`config.mk`:
```
export PLATFORM = sky130hd
export DESIGN_NAME = pds_mem
export DESIGN_NICKNAME = d
export VERILOG_FILES = /design/src/rtl/pds_pkg.sv /design/src/rtl/pds_mem.sv
export SDC_FILE = /design/constraint.sdc
export NUM_CORES = 2
export LEC_CHECK = 0
export BUFFER_PORTS_ARGS = -buffer_cell sky130_fd_sc_hd__buf_4
export CAP_MARGIN = 10
export CORE_MARGIN = 2
export CORE_UTILIZATION = 45
export CTS_CLUSTER_SIZE = 20
export DETAILED_ROUTE_END_ITERATION = 8
export SYNTH_ARGS = -nofsm -noshare
export SYNTH_HDL_FRONTEND = slang
export SYNTH_SLANG_ARGS = --single-unit
```
`constraint.sdc`:
```
create_clock -name clk -period 10.3 [get_ports clk]
set_input_delay 1.03 -clock clk [delete_from_list [all_inputs] [get_ports clk]]
set_output_delay 1.03 -clock clk [all_outputs]
set_load 0.01 [all_outputs]
```
`src/rtl/pds_pkg.sv`:
```
// ----------------------------------------------------------------------------
// pds_pkg
// Shared types and codes for the periodic deadline scheduler.
// ----------------------------------------------------------------------------
`default_nettype none
package pds_pkg;

	localparam int unsigned MAX_CHANNELS_DEF = 16;

	typedef enum logic [1:0] {
		OP_ENABLE  = 2'd0,
		OP_DISABLE = 2'd1,
		OP_TICK    = 2'd2,
		OP_NONE    = 2'd3
	} op_t;

	typedef enum logic [2:0] {
		EV_STATUS  = 3'd0,
		EV_REGULAR = 3'd1,
		EV_CUSTOM  = 3'd2,
		EV_SERVICE = 3'd3,
		EV_DONE    = 3'd4
	} ev_t;

	typedef enum logic [1:0] {
		ST_OK       = 2'd0,
		ST_FULL     = 2'd1,
		ST_NOTFOUND = 2'd2
	} st_t;

	typedef enum logic [3:0] {
		S_IDLE,
		S_DRD,
		S_DCMP,
		S_SHRD,
		S_SHWR,
		S_TRD,
		S_TCMP,
		S_SVC,
		S_DONE,
		S_EMIT
	} state_t;

	typedef struct packed {
		logic [7:0]  id;
		logic [31:0] period;
		logic [63:0] deadline;
	} entry_t;

	typedef struct packed {
		ev_t         ev;
		st_t         st;
		logic [7:0]  id;
		logic [63:0] dl;
		logic        last;
	} res_t;

endpackage
`default_nettype wire

```
`src/rtl/pds_mem.sv`:
```
// ----------------------------------------------------------------------------
// pds_mem
// Channel entry memory, one write and one registered read port.
// ----------------------------------------------------------------------------
`default_nettype none
module pds_mem #(
	parameter int unsigned AW = 5
) (
	input  wire                  clk,
	input  wire                  wen,
	input  wire [AW-1:0]         waddr,
	input  pds_pkg::entry_t      wdata,
	input  wire                  ren,
	input  wire [AW-1:0]         raddr,
	output pds_pkg::entry_t      rdata
);

	pds_pkg::entry_t mem [0:(1<<AW)-1];

	always_ff @(posedge clk) begin
		if (wen) begin
			mem[waddr] <= wdata;
		end
	end

	always_ff @(posedge clk) begin
		if (ren) begin
			rdata <= mem[raddr];
		end
	end

endmodule
`default_nettype wire
```
# After elaboration in Yosys (flattened, before gate mapping)
# Memories as Yosys holds them, arrays and structs flattened. A register that Yosys moved wholly into a read port is not among the register bits.
# Cells that the tools add are included.
[totals]
elab_cells = 3
mem_bits_rw = 3328
inputBits = 117
n_memories = 1
ff_bits = 0
output_inout_bits = 104
[op_classes]
mux = 2
[memory_table]
columns = ["memory", "words", "width", "rd", "rd_ports_with_merged_regs", "wr", "line_no", "rtl"]
rows = [
  ["mem", 32, 104, 1, 1, 1, "pds_mem.sv:18", "pds_pkg::entry_t mem [0:(1<<AW)-1];"],
]
[op_table]
columns = ["operator", "count"]
rows = [
  ["1-bit 2-to-1 mux", 2],
]

# Longest topological paths before layout
[logic_depth]
depth_word = 2
ltp_mapped = 9

# Least setup slack after synthesis
# OpenSTA, ideal clock, no wires.
[synth_path]
path_type = "input-to-reg"
start = "in waddr[1]"
end = "mem mem[12][0] (netlist name), enable pin"
required_ns = 9.732
setup_ns = 0.568
cell_stages = 3
path_buffers = 1
path_slack_ns = 3.713
t_arrival_ns = 6.019
path_cell_list = "or3b_2 -> clkbuf_1 -> nor2_1"
[synth_lines]
columns = ["item", "line_no", "rtl"]
rows = [
  ["from (decl)", "pds_mem.sv:11", "input wire [AW-1:0] waddr,"],
  ["to (decl)", "pds_mem.sv:18", ""],
]
# Straight into the memory's write port.

==> results.cfg <==
[setup_path]
worst-path-max-fanout = 125
r2r-start = mem[15][12]$_DFFE_PP_
crit_top_cell = buf_4
path_delay_family = buffers and inverters
required_ns = 10.93
rrSetupSlack_ns = 8.37
r2r_cells = 4
cpPeakStageDelay_ns = 0.82
cp_num_buf_inv = 4
critical_path_class = in -> reg
end_kind = flop
worstPathArrival_ns = 4.77
start_kind = input pin
path_cells = buf_8, buf_4, buf_12, buf_4, mux4_2, a22oi_1, nand4_1
worst_r2r_endpoint = rdata[12]$_DFFE_PP_
slowest_stage = buf_4

[pwr]
p_switching_w = 0.006249
swShare_pct = 21.49
vdd_drop_max_v = 0.0001472
p_clk_share_pct = 41.5
power_frac_comb_pct = 4.6
p_leak_nw = 47.60
internal_power_w = 0.02283
power_frac_seq_pct = 53.9
powerDensity_nw_per_um2 = 198.3

[sta]
setup_viol = 0
fin_crit_sh_pct = 40.21
hold_viol = 0
finalSetupTns_ns = 0
maxSlewViolCount = 0
clock-skew-final_ns = 0.04660
rsz0062_at_grt = no
slew_headroom_pct = 15.32
max_freq_ghz = 0.2415
worst_pin_slew_ns = 1.269
period_minus_slack_ns = 4.141
hold_slack_ns = 0.4881

[floorplanning]
dieHeight_um = 540.4
placementRows = 196
start_util_pct = 45.32
core_um2 = 285700
io_pins = 221
die-area_um2 = 292000
die_x_um = 540.4

[synth]
syn_avg_cell_area_um2 = 21.44
synth_cells = 6040
synth-simple-area-share_pct = 1.448
syn_area_um2 = 129500
synth_top_family_by_area = multiplexers
synth_seq_cells = 3432
synthMuxAreaShare_pct = 13.69
synth_top_area_share_pct = 79.59
synthAdderAreaFrac_pct = 0
synth_xor_area_share_pct = 0
yosysSeqAreaShare_pct = 79.59
synth.top_cells.by_area = edfxtp_1 80%, mux4_2 7.5%, mux2i_1 6.2%
synth_compound_area_share_pct = 3.875
synth.largest_area_cell = edfxtp_1
syn-num-nets = 6157
synth_cell_types = 29
yosysWarnings = 0

[hold_path]
hold_path_startpoint = wdata[15]
hold_end = mem[8][15]$_DFFE_PP_
hold_class = in -> reg
holdPathStages = 1

[clock_network]
cts_setup_buffers = 0
cts.sinks = 3432
cts_made_buffers = 350
h-tree-depth = 5
cts_root_buf = clkbuf_16
postCtsHoldBufs = 0
cts_buffer_depth = 4
cts_tree = done
insertion_delay_ns = 0.94
cts_resized = 0
path_clk_slew_ns = 0.06

[detailed_routing]
drt_iter0_drc = 7264
routed_wirelength_um = 344200
drt-wirelength-per-cell_um = 32.88
antenna_left = 0
vias = 63950
first_pass_iters = 5
route.detailed.drc = 0
vias_per_cell = 6.108

[global_routing]
grt_pass1_wl_um = 485700
grt_usage_pct = 23.27
grt_pass1_vias = 64365
antenna_found_initial = 35
overflow = 0
grt_max_degree = 126

[outcome]
status = complete, no violations

[layout]
area_growth_pct = 13.24
fin_area_um2 = 146600
fin_util_pct = 51.32
ff_latch_area_um2 = 103100
final_layout_size_suffix_gt1_share_pct = 19.66
multi_input_area_um2 = 24980
fin_nets = 6537
num-fill-cells = 22228

[placement]
port-buffer-count = 220
dpl_cell_area_um2 = 135800
place_hpwl_um = 169200
routabilityCongestion = 0.7514

[flow_run]
cap_violations = 0
cell families (layout without fill, tap and decap cells):
family          after synthesis  in the layout
compound gates              666            666
buf+inv                     347           1005
flops                      3432           3432
mux                        1234           1234
other cells                   0             10
simple gates                361            361
power groups by stage:
stage / sequential (W) / clock (W) / combinational [W]
detailed placement: 0.0160 / 0 / 0.00135
finish: 0.0157 / 0.0121 / 0.00134
global route: 0.0157 / 0.0128 / 0.00143
floorplan: 0.0160 / 0 / 0.000724
CTS: 0.0157 / 0.0122 / 0.00135
global placement: 0.0160 / 0 / 0.00133
synth_stat cells, drive strengths merged:
cell type  number
a22o           56
a22oi         540
a2bb2oi        14
a31oi          56
and2           13
and2b           1
and3            2
and3b           1
buf           220
clkbuf        127
edfxtp       3432
mux2i         804
mux4          430
nand2          16
nand3         210
nand3b          5
nand4          48
nor2           40
nor2b          19
nor3            3
or3             1
or3b            2
metal layers:
metal / part of all wire [%] / global-route usage, % / vias to the layer above
li1: - / - / 26229
met1: 41 / 32.18 / 34683
met2: 50 / 38.87 / 2524
met3: 6.8 / 3.554 / 496
met4: 2.2 / 5.743 / 18
met5: 0.030 / 0 / -
registers in the layout (all words and copies together), names as in the netlist:
register,flops
mem,3328
rdata,104
cell type report:
type	count	area share [%]
clock inverter	188	1.129
sequential	3432	70.29
antenna	10	0.01707
tap	3762	3.210
multi-input combinational	2261	17.03
timing repair buffer	375	2.057
clock buffer	442	6.267
layout by cell type, fill, tap and decap left out, drive strengths merged, types with 10 or more instances in the layout:
cell type	n
a22o	56
a22oi	540
a2bb2oi	14
a31oi	56
and2	13
buf	374
bufinv	16
clkbuf	443
clkinv	156
diode	10
edfxtp	3432
inv	11
mux2i	804
mux4	430
nand2	16
nand3	210
nand4	48
nor2	40
nor2b	19
through the flow:
| step | instances | power (W) | setup slack [ns] |
|---|---|---|---|
| final | 10470 | 0.02908 | 6.159 |
| after global routing | 10465 | 0.02990 | 5.859 |
| after CTS | 10460 | 0.02927 | 6.102 |
| after detailed placement | 9830 | 0.01732 | 5.133 |
| after global placement | 9830 | 0.01729 | 5.138 |
| after floorplan | 6040 | 0.01668 | 3.713 |
how the worst max path moves through the flow:
stage          startpoint                   end  slack [ns]  cells past startpoint
5_1_grt          raddr[0]   rdata[86]$_DFFE_PP_        5.86                      7
4_1_cts          raddr[0]   rdata[76]$_DFFE_PP_        6.10                      7
3_5_place_dp     raddr[0]   rdata[76]$_DFFE_PP_        5.13                      7
2_1_floorplan    waddr[1]  mem[12][0]$_DFFE_PP_        3.71                      3
6_report         raddr[0]   rdata[76]$_DFFE_PP_        6.16                      7
3_3_place_gp     raddr[0]   rdata[14]$_DFFE_PP_        5.14                      8
worst reg2reg max path: stages (launching register included):
cell	delay [ns]
edfxtp_1	0.36
mux4_2	0.50
a22o_1	0.25
a31oi_1	0.23
nand3_1	0.27
Note: power is estimated with default switching activity, not from simulation.
